==> config.mk <==
export PLATFORM = sky130hd
export DESIGN_NAME = poly_voice_allocator_core
export DESIGN_NICKNAME = d
export VERILOG_FILES = /design/src/hdl/pva_pkg.sv /design/src/hdl/poly_voice_allocator_core.sv
export SDC_FILE = /design/constraint.sdc
export NUM_CORES = 1
export LEC_CHECK = 0
export BUFFER_PORTS_ARGS = -buffer_cell sky130_fd_sc_hd__buf_2
export CAP_MARGIN = 20
export CORE_MARGIN = 2
export CORE_UTILIZATION = 27
export CTS_CLUSTER_SIZE = 25
export DETAILED_ROUTE_END_ITERATION = 6
export SYNTH_ARGS = -nofsm -noshare
export SYNTH_HDL_FRONTEND = slang
export SYNTH_SLANG_ARGS = --single-unit
==> constraint.sdc <==
create_clock -name clk -period 4 [get_ports clk]
set_input_delay 0.2 -clock clk [delete_from_list [all_inputs] [get_ports clk]]
set_output_delay 0.2 -clock clk [all_outputs]
set_load 0.01 [all_outputs]
==> src/hdl/pva_pkg.sv <==
package pva_pkg;

  localparam int ROM_SIZE  = 36;
  localparam int BANK_SIZE = 8;

  localparam int OP_W    = 2;
  localparam int KEY_W   = 8;
  localparam int NOTE_W  = 6;
  localparam int CH_W    = 3;
  localparam int FREQ_W  = 10;
  localparam int IN_DATA_W  = 8;
  localparam int OUT_DATA_W = 16;

  localparam int CHANNEL_BASE_DEF  = 0;
  localparam int CHANNEL_COUNT_DEF = 4;
  localparam int NOTE_COUNT_DEF    = 36;

  localparam logic [OP_W-1:0] OP_NOTE_ON  = 2'd0;
  localparam logic [OP_W-1:0] OP_NOTE_OFF = 2'd1;
  localparam logic [OP_W-1:0] OP_STOP_ALL = 2'd2;

  localparam logic CMD_START = 1'b0;
  localparam logic CMD_STOP  = 1'b1;

  typedef struct packed {
    logic              hit;
    logic [NOTE_W-1:0] note;
  } note_lookup_t;

  // Reverse map of the key ROM: key code to note number.
  function automatic note_lookup_t key_to_note(input logic [KEY_W-1:0] key);
    note_lookup_t r;
    r.hit  = 1'b1;
    r.note = '0;
    case (key)
      "z": r.note = 6'd0;
      "x": r.note = 6'd1;
      "c": r.note = 6'd2;
      "v": r.note = 6'd3;
      "b": r.note = 6'd4;
      "n": r.note = 6'd5;
      "m": r.note = 6'd6;
      "a": r.note = 6'd7;
      "s": r.note = 6'd8;
      "d": r.note = 6'd9;
      "f": r.note = 6'd10;
      "g": r.note = 6'd11;
      "h": r.note = 6'd12;
      "j": r.note = 6'd13;
      "k": r.note = 6'd14;
      "l": r.note = 6'd15;
      "q": r.note = 6'd16;
      "w": r.note = 6'd17;
      "e": r.note = 6'd18;
      "r": r.note = 6'd19;
      "t": r.note = 6'd20;
      "y": r.note = 6'd21;
      "u": r.note = 6'd22;
      "i": r.note = 6'd23;
      "o": r.note = 6'd24;
      "p": r.note = 6'd25;
      "1": r.note = 6'd26;
      "2": r.note = 6'd27;
      "3": r.note = 6'd28;
      "4": r.note = 6'd29;
      "5": r.note = 6'd30;
      "6": r.note = 6'd31;
      "7": r.note = 6'd32;
      "8": r.note = 6'd33;
      "9": r.note = 6'd34;
      "0": r.note = 6'd35;
      default: r.hit = 1'b0;
    endcase
    return r;
  endfunction

  function automatic logic [FREQ_W-1:0] note_tone_hz(input logic [NOTE_W-1:0] note);
    logic [FREQ_W-1:0] f;
    case (note)
      6'd0:  f = 10'd131;
      6'd1:  f = 10'd139;
      6'd2:  f = 10'd147;
      6'd3:  f = 10'd156;
      6'd4:  f = 10'd165;
      6'd5:  f = 10'd175;
      6'd6:  f = 10'd185;
      6'd7:  f = 10'd196;
      6'd8:  f = 10'd208;
      6'd9:  f = 10'd220;
      6'd10: f = 10'd233;
      6'd11: f = 10'd247;
      6'd12: f = 10'd262;
      6'd13: f = 10'd277;
      6'd14: f = 10'd294;
      6'd15: f = 10'd311;
      6'd16: f = 10'd330;
      6'd17: f = 10'd349;
      6'd18: f = 10'd370;
      6'd19: f = 10'd392;
      6'd20: f = 10'd415;
      6'd21: f = 10'd440;
      6'd22: f = 10'd466;
      6'd23: f = 10'd494;
      6'd24: f = 10'd523;
      6'd25: f = 10'd554;
      6'd26: f = 10'd587;
      6'd27: f = 10'd622;
      6'd28: f = 10'd659;
      6'd29: f = 10'd698;
      6'd30: f = 10'd740;
      6'd31: f = 10'd784;
      6'd32: f = 10'd831;
      6'd33: f = 10'd880;
      6'd34: f = 10'd932;
      6'd35: f = 10'd988;
      default: f = '0;
    endcase
    return f;
  endfunction

endpackage

==> src/hdl/poly_voice_allocator_core.sv <==
// Operation: a request is taken only while the block is idle, then the channel window is
// scanned one channel per cycle; no new request is taken until the last one is done.
// An ignored request leaves the block idle; a voice steal takes the longest.
// Stalls on the result side hold the scan, since the single result register sends one
// result per cycle at most.
// Reset (rst_n low, synchronous): every channel is freed, no result is pending and the
// block returns to idle, ready for a request.
module poly_voice_allocator_core
  import pva_pkg::*;
#(
  parameter int CHANNEL_BASE  = CHANNEL_BASE_DEF,
  parameter int CHANNEL_COUNT = CHANNEL_COUNT_DEF,
  parameter int NOTE_COUNT    = NOTE_COUNT_DEF
) (
  input  logic                  clk,
  input  logic                  rst_n,
  input  logic                  in_tvalid,
  output logic                  in_tready,
  input  logic [IN_DATA_W-1:0]  in_tdata,   // [7:0] key
  input  logic [OP_W-1:0]       in_tuser,   // [1:0] operation
  output logic                  out_tvalid,
  input  logic                  out_tready,
  output logic [OUT_DATA_W-1:0] out_tdata,  // [2:0] channel, [12:3] frequency, [15:13] zero
  output logic                  out_tuser,  // [0] command
  output logic                  out_tlast
);

  // The channel window is clipped at the end of the bank, and only the ROM notes exist.
  localparam int END_RAW    = CHANNEL_BASE + CHANNEL_COUNT;
  localparam int END_CH     = (END_RAW < BANK_SIZE) ? END_RAW : BANK_SIZE;
  localparam int NOTES_USED = (NOTE_COUNT < ROM_SIZE) ? NOTE_COUNT : ROM_SIZE;
  localparam logic [CH_W-1:0]   BASE_CH  = CH_W'(CHANNEL_BASE);
  localparam logic [CH_W-1:0]   LAST_CH  = CH_W'(END_CH - 1);
  localparam logic [NOTE_W:0]   NOTE_LIM = (NOTE_W+1)'(NOTES_USED);

  // Sequencer states.
  localparam logic [1:0] S_IDLE  = 2'd0;
  localparam logic [1:0] S_SCAN  = 2'd1;
  localparam logic [1:0] S_STEAL = 2'd2;
  localparam logic [1:0] S_START = 2'd3;

  logic [1:0]        st_r, st_nxt;
  logic [OP_W-1:0]   op_r, op_nxt;
  logic [NOTE_W-1:0] tag_r, tag_nxt;     // note number plus one, as held per channel
  logic [NOTE_W-1:0] note_r, note_nxt;
  logic [CH_W-1:0]   ch_r, ch_nxt;       // channel under scan
  logic [CH_W-1:0]   tgt_r, tgt_nxt;     // channel picked for the start
  logic              free_r, free_nxt;   // a free channel was seen during the scan

  // Channel table: zero means free, otherwise note number plus one.
  logic [NOTE_W-1:0] chan_note_r [BANK_SIZE];

  logic              out_vld_r, out_vld_nxt;
  logic              out_cmd_r, out_cmd_nxt;
  logic [CH_W-1:0]   out_ch_r, out_ch_nxt;
  logic [FREQ_W-1:0] out_freq_r, out_freq_nxt;
  logic              out_last_r, out_last_nxt;

  logic              tbl_we;
  logic [CH_W-1:0]   tbl_wa;
  logic [NOTE_W-1:0] tbl_wd;

  note_lookup_t      lk;
  logic              map_ok;
  logic              out_free;
  logic [NOTE_W-1:0] cur;
  logic              busy_above;

  assign lk       = key_to_note(in_tdata);
  assign map_ok   = lk.hit && ({1'b0, lk.note} < NOTE_LIM);
  assign out_free = !out_vld_r || out_tready;
  assign cur      = chan_note_r[ch_r];
  assign in_tready = (st_r == S_IDLE);

  // Is any channel above the one under scan still busy? Decides tlast for stop all.
  always_comb begin
    busy_above = 1'b0;
    for (int i = 0; i < BANK_SIZE; i++) begin
      if ((CH_W'(i) > ch_r) && (CH_W'(i) <= LAST_CH) && (chan_note_r[i] != '0)) begin
        busy_above = 1'b1;
      end
    end
  end

  always_comb begin
    st_nxt       = st_r;
    op_nxt       = op_r;
    tag_nxt      = tag_r;
    note_nxt     = note_r;
    ch_nxt       = ch_r;
    tgt_nxt      = tgt_r;
    free_nxt     = free_r;
    out_vld_nxt  = out_vld_r && !out_tready;
    out_cmd_nxt  = out_cmd_r;
    out_ch_nxt   = out_ch_r;
    out_freq_nxt = out_freq_r;
    out_last_nxt = out_last_r;
    tbl_we       = 1'b0;
    tbl_wa       = ch_r;
    tbl_wd       = '0;

    case (st_r)
      S_IDLE: begin
        if (in_tvalid) begin
          op_nxt   = in_tuser;
          note_nxt = lk.note;
          tag_nxt  = lk.note + NOTE_W'(1);
          ch_nxt   = BASE_CH;
          free_nxt = 1'b0;
          // Unmapped keys and the unused operation code produce nothing.
          if (in_tuser == OP_STOP_ALL ||
              (map_ok && (in_tuser == OP_NOTE_ON || in_tuser == OP_NOTE_OFF))) begin
            st_nxt = S_SCAN;
          end
        end
      end

      S_SCAN: begin
        case (op_r)
          OP_NOTE_ON: begin
            if (cur == tag_r) begin
              st_nxt = S_IDLE;                  // already sounding
            end else begin
              if (cur == '0 && !free_r) begin
                free_nxt = 1'b1;
                tgt_nxt  = ch_r;
              end
              if (ch_r == LAST_CH) begin
                st_nxt = (free_r || cur == '0) ? S_START : S_STEAL;
                if (!(free_r || cur == '0)) begin
                  tgt_nxt = BASE_CH;
                end
              end else begin
                ch_nxt = ch_r + CH_W'(1);
              end
            end
          end
          OP_NOTE_OFF: begin
            if (cur == tag_r) begin
              if (out_free) begin
                out_vld_nxt  = 1'b1;
                out_cmd_nxt  = CMD_STOP;
                out_ch_nxt   = ch_r;
                out_freq_nxt = '0;
                out_last_nxt = 1'b1;
                tbl_we       = 1'b1;
                st_nxt       = S_IDLE;
              end
            end else if (ch_r == LAST_CH) begin
              st_nxt = S_IDLE;                  // note was silent
            end else begin
              ch_nxt = ch_r + CH_W'(1);
            end
          end
          default: begin                        // stop all
            if (cur != '0) begin
              if (out_free) begin
                out_vld_nxt  = 1'b1;
                out_cmd_nxt  = CMD_STOP;
                out_ch_nxt   = ch_r;
                out_freq_nxt = '0;
                out_last_nxt = !busy_above;
                tbl_we       = 1'b1;
                if (!busy_above || ch_r == LAST_CH) begin
                  st_nxt = S_IDLE;
                end else begin
                  ch_nxt = ch_r + CH_W'(1);
                end
              end
            end else if (ch_r == LAST_CH) begin
              st_nxt = S_IDLE;
            end else begin
              ch_nxt = ch_r + CH_W'(1);
            end
          end
        endcase
      end

      S_STEAL: begin
        // Every channel is busy: the lowest one of the window gives up its note.
        if (out_free) begin
          out_vld_nxt  = 1'b1;
          out_cmd_nxt  = CMD_STOP;
          out_ch_nxt   = BASE_CH;
          out_freq_nxt = '0;
          out_last_nxt = 1'b0;
          tbl_we       = 1'b1;
          tbl_wa       = BASE_CH;
          st_nxt       = S_START;
        end
      end

      S_START: begin
        if (out_free) begin
          out_vld_nxt  = 1'b1;
          out_cmd_nxt  = CMD_START;
          out_ch_nxt   = tgt_r;
          out_freq_nxt = note_tone_hz(note_r);
          out_last_nxt = 1'b1;
          tbl_we       = 1'b1;
          tbl_wa       = tgt_r;
          tbl_wd       = tag_r;
          st_nxt       = S_IDLE;
        end
      end

      default: begin
        st_nxt = S_IDLE;
      end
    endcase
  end

  always_ff @(posedge clk) begin
    if (!rst_n) begin
      st_r      <= S_IDLE;
      out_vld_r <= 1'b0;
      for (int i = 0; i < BANK_SIZE; i++) begin
        chan_note_r[i] <= '0;
      end
    end else begin
      st_r      <= st_nxt;
      out_vld_r <= out_vld_nxt;
      if (tbl_we) begin
        chan_note_r[tbl_wa] <= tbl_wd;
      end
    end
  end

  always_ff @(posedge clk) begin
    op_r       <= op_nxt;
    tag_r      <= tag_nxt;
    note_r     <= note_nxt;
    ch_r       <= ch_nxt;
    tgt_r      <= tgt_nxt;
    free_r     <= free_nxt;
    out_cmd_r  <= out_cmd_nxt;
    out_ch_r   <= out_ch_nxt;
    out_freq_r <= out_freq_nxt;
    out_last_r <= out_last_nxt;
  end

  assign out_tvalid = out_vld_r;
  assign out_tuser  = out_cmd_r;
  assign out_tlast  = out_last_r;
  assign out_tdata  = {(OUT_DATA_W - FREQ_W - CH_W)'(0), out_freq_r, out_ch_r};

  // A start always carries a real tone, a stop never does.
  ast_start_has_freq: assert property (@(posedge clk) disable iff (!rst_n)
    (out_vld_r && out_cmd_r == CMD_START) |-> (out_freq_r != '0))
    else $error("start result without a frequency");

  ast_stop_no_freq: assert property (@(posedge clk) disable iff (!rst_n)
    (out_vld_r && out_cmd_r == CMD_STOP) |-> (out_freq_r == '0))
    else $error("stop result with a frequency");

  // Results only address channels inside the window.
  ast_channel_window: assert property (@(posedge clk) disable iff (!rst_n)
    out_vld_r |-> (out_ch_r >= BASE_CH && out_ch_r <= LAST_CH))
    else $error("result addresses a channel outside the window");

  // After a start, the channel it names holds a note.
  ast_start_claims: assert property (@(posedge clk) disable iff (!rst_n)
    (st_r == S_START && out_free) |=> (chan_note_r[out_ch_r] != '0))
    else $error("started channel not marked busy");

endmodule

==> results.txt, run 1 <==
Routability cong.: 0.929
Clock buffer depth: 2
Max-slew violations: 0
Distinct cells, synth: 77
Die ar.: 23,000 um2
CP Capture Type: register
Fmax: 298 MHz
GR Util met3: 3.14%
Status: completed
Hold Crit Class: in2reg
Gr ovfl total: 0
Total Wirelength: 14,500 um
Synth async-reset ratio: 0%
Gr usage total: 13.1%
Startpoint class of the critical path: register
Remaining DRCs: 0
Wire length of the first global-routing pass: 23,400 um
Most frequent cells in the layout: nor2_1 (87), edfxtp_1 (84), nand2_1 (58), buf_2 (30), mux2i_1 (28)
Mux share of post-synthesis cell area: 4.95%
Mapped cell area: 5890 um2
Clock slew at reported path FFs: 0.07 ns
Total power: 2.64 mW
Power density over cell area: 405 nW/um2
Unrepaired setup endpoints after global routing: no
Core box area: 21,600 um2
Routed vias: 4,699
Seq cells post-synth: 100
WL per Instance: 16.1 um
Post-Synthesis Cells: 604
Synth Area in Adders: 1.91%
LEAKAGE: 2.34 nW
CP Class: reg2reg
Antenna violations before repair: 2
Initial core utilization: 27.2%
Die width: 152 um
Filler cell count: 2,236
Share of layout cells above drive strength 1: 11.5%
DRT antenna net count: 0
CP max FO: 24
Hold Buf Count CTS: 0
1st-pass router iterations: 5
Post-Synth XOR/XNOR Area: 1.34%
Clock Latency Late Sink: 0.35 ns
HPWL after DPL: 10,500 um
Worst VDD drop: 0.000210 V
WP data arrival: 3.39 ns
# rows: 54
Least-Margin Pin Slew: 0.653 ns
Vias in the first global route: 4,253
Post_cts resized: 0
Largest family of logic cells by synthesized area: simple AND/OR/NAND/NOR gates
CTS sink cnt: 100
Fin Setup TNS: 0 ns
Prevailing post-synth register cell: edfxtp_1
PortBufs: 30
Maxcap violations: 0
Area of the multi-input gates: 2730 um2
Post-CTS setup buffers: 0
TritonCTS Buffers: 9
Met1 usage: 18.8%
I/O pins: 34
Post-Syn Area per Cell: 9.74 um2
Most common cell after layout, fill and taps aside: nor2_1
GR Util met2: 18.9%
Starting DRT DRC Count: 384
Final net count: 638
Sequential cell area fraction in the yosys report: 48.3%
Relative max-transition margin: 55.2%
Die Y: 152 um
Final setup violation count: 0
FF+latch area: 2840 um2
Area Growth Syn to Fin: 10.9%
Post-synth EDFFs: 84
Crit share post-route: 83.8%
Via/cell ratio: 5.22
CTS tree: yes
Clock skew: 0.00852 ns
Largest net degree at the start of global routing: 33
Post-Synth Simple-Gate Area: 20.4%
Compound-Gate Fraction of Synth Area: 17.6%
Worst Path Required: 4.04 ns
Warnings, synthesis: 0
Root Buffer: clkbuf_16
H-tree depth: 3
Fin. Hold Viols: 0
Final min period: 3.35 ns
GR peak layer: met2
## report_power, final
part | switching [mW] | internal, mW | leakage [nW]
clock | 0.386 | 0.495 | 0.154
combinational | 0.324 | 0.191 | 1.22
sequential | 0.0392 | 1.21 | 0.960
## worst max-delay path, cell delays in order, from the launching register on
cell,delay [ns]
dfxtp_1,0.31
buf_4,0.35
mux2i_1,0.30
a22o_1,0.21
or3_1,0.12
nand4_1,0.19
nor4_4,0.37
o31ai_2,0.08
buf_4,0.18
or4_1,0.65
nand2_1,0.26
## Yosys cell counts (10+ instances only)
cell type,instances,area share (%)
nor2_1,87,5.5
edfxtp_1,84,43
nand2_1,58,3.7
mux2i_1,28,4.8
a21oi_1,27,2.3
o21ai_0,26,2.2
clkbuf_1,24,1.5
nand3_1,20,1.7
inv_1,19,1.2
dfxtp_1,16,5.4
nor3_1,13,1.1
or3_1,12,1.3
and3_1,11,1.2
o211ai_1,11,1.4
a22o_1,10,1.5
## final cells by class
| type | count | share of cell area, % |
|---|---|---|
| clock buffers | 12 | 4.26 |
| repair buffers | 38 | 3.22 |
| flip-flops and latches | 100 | 43.6 |
| inverters | 21 | 1.21 |
| clock inverters | 4 | 0.441 |
| diodes | 1 | 0.0384 |
| multi-input cells | 445 | 41.9 |
| well taps | 280 | 5.37 |
## layer usage
layer  up-vias  part of all wire [%]
met4         2                   2.6
li1       2261                     -
met2       186                    44
met5         -                 0.089
met3        35                   6.8
met1      2215                    47
## path summary, 6_finish.rpt
kind / start / end / slack (ns) / cells past startpoint
hold reg to reg: register / out_freq_r[4] / 0.55 / 1
setup / recovery: register / chan_note_r[7][5] / 0.65 / 10
setup reg to reg: register / chan_note_r[7][5] / 0.65 / 10
hold / removal: in_tuser[0] / op_r[0] / 0.04 / 1
## through the flow
step | instances | instance area, um2 | hold WS (ns) | setup WS, ns | utilization, %
floorplan | 606 | 5890 | 0.299 | 1.11 | -
global placement | 884 | 6220 | 0.399 | 0.737 | 28.7
detailed placement | 884 | 6220 | 0.409 | 0.679 | 28.7
CTS | 900 | 6520 | 0.0377 | 0.664 | 30.2
global route | 901 | 6530 | 0.0372 | 0.416 | 30.2
finish | 901 | 6530 | 0.0406 | 0.649 | 30.2
## logic make-up (layout without fill, tap and decap cells)
logic type,after synthesis,after routing
fa+ha+maj,9,9
xor+xnor,9,9
mux,29,29
simple gates,247,247
other cells,1,4
buf+inv,61,75
compound gates,148,148
flops,100,100
(Power assumes the default switching activity.)
==> run 2: changes to the inputs <==
clock period = 3 ns   (was 4 ns; I/O delays follow)
==> run 2 against run 1 <==
  * Sequential power rose by 34%
  * Critical path type unchanged
  * Core utilization rose by 1.1 points
  * Largest cell class unchanged
  * Highest routed layer is now met4
  * Count of clock-buffer cells in the layout fell by 2
==> results.txt, run 2 (synthesis gave the netlist of run 1 again) <==
Unrepaired setup endpoints after global routing: yes
Most common cell after layout, fill and taps aside: nor2_1
CP max FO: 11
TritonCTS Buffers: 9
Final setup violation count: 0
Relative max-transition margin: 58.4%
GR peak layer: met2
Root Buffer: clkbuf_16
CP max-delay cell: or4_4
Area Growth Syn to Fin: 15.0%
Final min period: 2.92 ns
CP Class: reg2reg
Fin. Hold Viols: 0
Met1 usage: 18.6%
Clock Latency Late Sink: 0.35 ns
Vias in the first global route: 4,436
Startpoint class of the critical path: register
Final Instance Count excl. Fillers: 925
Setup slack, reg-to-reg: 0.08 ns
Initial core utilization: 27.2%
Status: completed
Clock buffer depth: 2
Placed cell area: 6400 um2
Clock slew at reported path FFs: 0.07 ns
Die width: 152 um
WP data arrival: 3.11 ns
Largest net degree at the start of global routing: 26
Clock skew: 0.00814 ns
Filler cell count: 2,211
Hold Buf Count CTS: 0
Placed cell count: 907
Die Y: 152 um
PortBufs: 30
Total Wirelength: 14,900 um
Antenna violations before repair: 0
Die ar.: 23,000 um2
Power density over cell area: 522 nW/um2
CP Capture Type: register
Starting DRT DRC Count: 600
Max-slew violations: 0
GR Util met2: 20.4%
I/O pins: 34
Most used cell, CP: buf_4
WL per Instance: 16.1 um
Final net count: 663
Routability cong.: 0.913
Final instance area: 6770 um2
Worst Path Required: 3.20 ns
Crit path cell chain: clkbuf_16 -> mux2i_1 -> a22o_1 -> o21ai_0 -> nand4_1 -> nor4_4 -> o31ai_4 -> buf_4 -> or4_4 -> buf_4 -> nor2_1
Crit share post-route: 97.3%
Util after Layout: 31.3%
Least-Margin Pin Slew: 0.606 ns
DRT antenna net count: 0
Fmax: 343 MHz
Hold Crit Class: in2reg
Remaining DRCs: 0
CTS sink cnt: 100
CP peak stage delay: 0.54 ns
Wire length of the first global-routing pass: 23,600 um
Worst VDD drop: 0.000297 V
GR Util met3: 2.60%
Maxcap violations: 0
HPWL after DPL: 10,700 um
Routed vias: 4,771
CTS tree: yes
Most frequent cells in the layout: nor2_1 (86), edfxtp_1 (84), nand2_1 (51), buf_4 (31), buf_2 (30)
Via/cell ratio: 5.16
Gr ovfl total: 0
1st-pass router iterations: 6
LEAKAGE: 2.45 nW
Share of layout cells above drive strength 1: 16.3%
H-tree depth: 3
Core box area: 21,600 um2
Diode count: 0
# rows: 54
Final Hold Slack: 0.0334 ns
Gr usage total: 13.1%
[run 2: per-layer routing]
metal	wire (um)	part of all wire, %
met5	0	0
met4	172	1.2
met3	835	5.6
met2	6850	46
met1	7050	47
[run 2: final timing paths]
kind                       end  cells past startpoint   startpoint
max          chan_note_r[1][4]                     11     register
max reg2reg  chan_note_r[1][4]                     11     register
min reg2reg      out_freq_r[0]                      1     register
min                    op_r[0]                      1  in_tuser[0]
[run 2: final cells by class]
class	instances	area [um2]	share of cell area, %
sequential	100	2840	42.0
multi-input combinational	445	2780	41.1
timing repair buffer	63	428	6.32
tap	280	350	5.18
clock buffer	10	229	3.38
inverter	21	78.8	1.16
clock inverter	6	55.1	0.813
[run 2: metrics by stage]
stage | TNS (ns) | power, mW | setup WS (ns)
final | 0 | 3.53 | 0.0813
after global routing | -0.306 | 3.69 | -0.0212
after CTS | 0 | 3.52 | 0.000549
after detailed placement | -0.112 | 2.40 | -0.0187
after global placement | 0 | 2.40 | 0.0263
after floorplan | 0 | 2.21 | 0.106
[run 2: what timing repair did]
action	4_1_cts	5_1_grt
setup endpoints to repair	6	89
resized for setup	1	15
gates cloned	0	1
pin swaps	0	3
buffers inserted	0	1
[run 2: critical path: cells and delay by family, from the launching register on]
family          cells  cell delay (ns)
compound gates      3             0.49
buf+inv             3             0.55
flops               1             0.39
mux                 1             0.09
simple gates        4             1.23
[run 2: power breakdown]
group          internal [mW]  switching [mW]
clock                  0.638           0.481
sequential              1.61          0.0538
combinational          0.299           0.450
total                   2.54           0.985
==> run 3: changes to the inputs <==
BUFFER_PORTS_ARGS = default   (was -buffer_cell sky130_fd_sc_hd__buf_2)
DONT_BUFFER_PORTS = 1   (was default)
==> run 3 against run 2 <==
  * Total power rose by 2.6%
  * Cell area decreased by 0.52%
  * Core utilization fell by 0.16 points
  * Sequential share of layout area is 0.26 points higher
  * Largest power group unchanged
  * Highest routed layer unchanged
==> results.txt, run 3 (synthesis gave the netlist of run 1 again) <==
Status: completed
WL per Instance: 16.7 um
Die Y: 152 um
Final min period: 2.89 ns
1st-pass router iterations: 5
Unrepaired setup endpoints after global routing: yes
Fin Setup TNS: 0 ns
Remaining DRCs: 0
Worst VDD drop: 0.000293 V
Final Instance Count excl. Fillers: 895
Initial core utilization: 27.2%
H-tree depth: 3
Crit share post-route: 96.5%
Final instance area: 6730 um2
Diode count: 0
CP peak stage delay: 0.41 ns
Routed vias: 4,652
Clock skew: 0.00689 ns
Antenna violations before repair: 0
Gr ovfl total: 0
Relative max-transition margin: 55.8%
Filler cell count: 2,245
Clock buffer depth: 2
Routability cong.: 0.869
CP Class: reg2reg
Power density over cell area: 538 nW/um2
Fin. Hold Viols: 0
Starting DRT DRC Count: 441
Core box area: 21,600 um2
Total Wirelength: 15,000 um
# rows: 54
Maxcap violations: 0
Largest net degree at the start of global routing: 32
Max-slew violations: 0
CP max FO: 7
DRT antenna net count: 0
PortBufs: 0
Wire length of the first global-routing pass: 23,400 um
Placed cell area: 6220 um2
Least-Margin Pin Slew: 0.663 ns
Via/cell ratio: 5.20
CTS tree: yes
Clock slew at reported path FFs: 0.07 ns
Die ar.: 23,000 um2
I/O pins: 34
Final setup violation count: 0
TritonCTS Buffers: 9
Fmax: 345 MHz
Die width: 152 um
LEAKAGE: 2.38 nW
Vias in the first global route: 4,311
Root Buffer: clkbuf_16
Most common cell after layout, fill and taps aside: nor2_1
Gr usage total: 13.1%
Clock Latency Late Sink: 0.35 ns
CP Capture Type: register
Final net count: 633
Slack of the critical path: 0.105 ns
Share of layout cells above drive strength 1: 12.5%
Startpoint class of the critical path: register
CP max-delay cell: dfxtp_4
Most frequent cells in the layout: nor2_1 (86), edfxtp_1 (84), nand2_1 (53), a21oi_1 (27), buf_4 (27)
CTS sink cnt: 100
HPWL after DPL: 10,600 um
Placement Setup Slack: -0.0364 ns
Area Growth Syn to Fin: 14.4%
WP data arrival: 2.95 ns
Hold Crit Class: in2reg
Crit path cell chain: buf_12 -> mux2i_1 -> a22o_1 -> o22ai_1 -> a2111o_1 -> and2_1 -> o31ai_2 -> buf_4 -> or3_1 -> nand2_1
Worst Path Required: 3.06 ns
Placed cell count: 873
-- run 3: worst paths after layout --
path / start / to / slack (ns) / cells after the start
worst max-delay path: register / chan_note_r[0][3] / 0.11 / 10
worst min register to register: register / out_freq_r[7] / 0.55 / 1
worst max register to register: register / chan_note_r[0][3] / 0.11 / 10
worst min-delay path: rst_n / chan_note_r[1][1] / 0.01 / 1
-- run 3: per-stage QoR --
stage	utilization (%)	hold slack [ns]	power [mW]
after floorplan	-	0.249	2.21
after global placement	28.8	0.250	2.35
after detailed placement	28.8	0.250	2.35
after CTS	30.7	0.0495	3.61
after global routing	31.1	0.0127	3.77
final	31.1	0.0106	3.62
-- run 3: layout make-up --
type	count	area, um2	share of cell area (%)
Multi-Input combinational cell	445	2830	42.0
Timing Repair Buffer	33	305	4.53
Sequential cell	100	2850	42.3
Tap cell	280	350	5.20
Clock inverter	3	21.3	0.316
Clock buffer	13	304	4.52
Inverter	21	78.8	1.17
-- run 3: power by group --
group	switching (mW)	internal, mW	total (mW)
registers	0.0642	1.61	1.67
logic	0.421	0.302	0.723
clock network	0.509	0.718	1.23
total	0.994	2.63	3.62
-- run 3: repair_timing --
item / CTS / global route
pin swaps: 2 / 3
endpoints found under the setup margin: 24 / 96
hold buffers: 3 / 0
gates resized for setup: 8 / 16
gates cloned: 1 / 1
buffers inserted: 1 / 0
hold endpoints to repair: 5 / 0
-- run 3: critical path, delay by kind of cell (launching register included) --
family	cells	cell delay, ns
muxes	1	0.28
DFF	1	0.41
buffers and inverters	2	0.36
AOI/OAI and AO/OA	4	0.99
and+or+nand+nor	3	0.57
-- run 3: routing by layer --
metal / part of all wire [%] / global-route usage, % / up-vias
met2: 45 / 19.6 / 153
met4: 1.3 / 3.52 / 0
li1: - / - / 2255
met1: 48 / 19.1 / 2227
met5: 0 / 0 / -
met3: 5.5 / 2.66 / 17
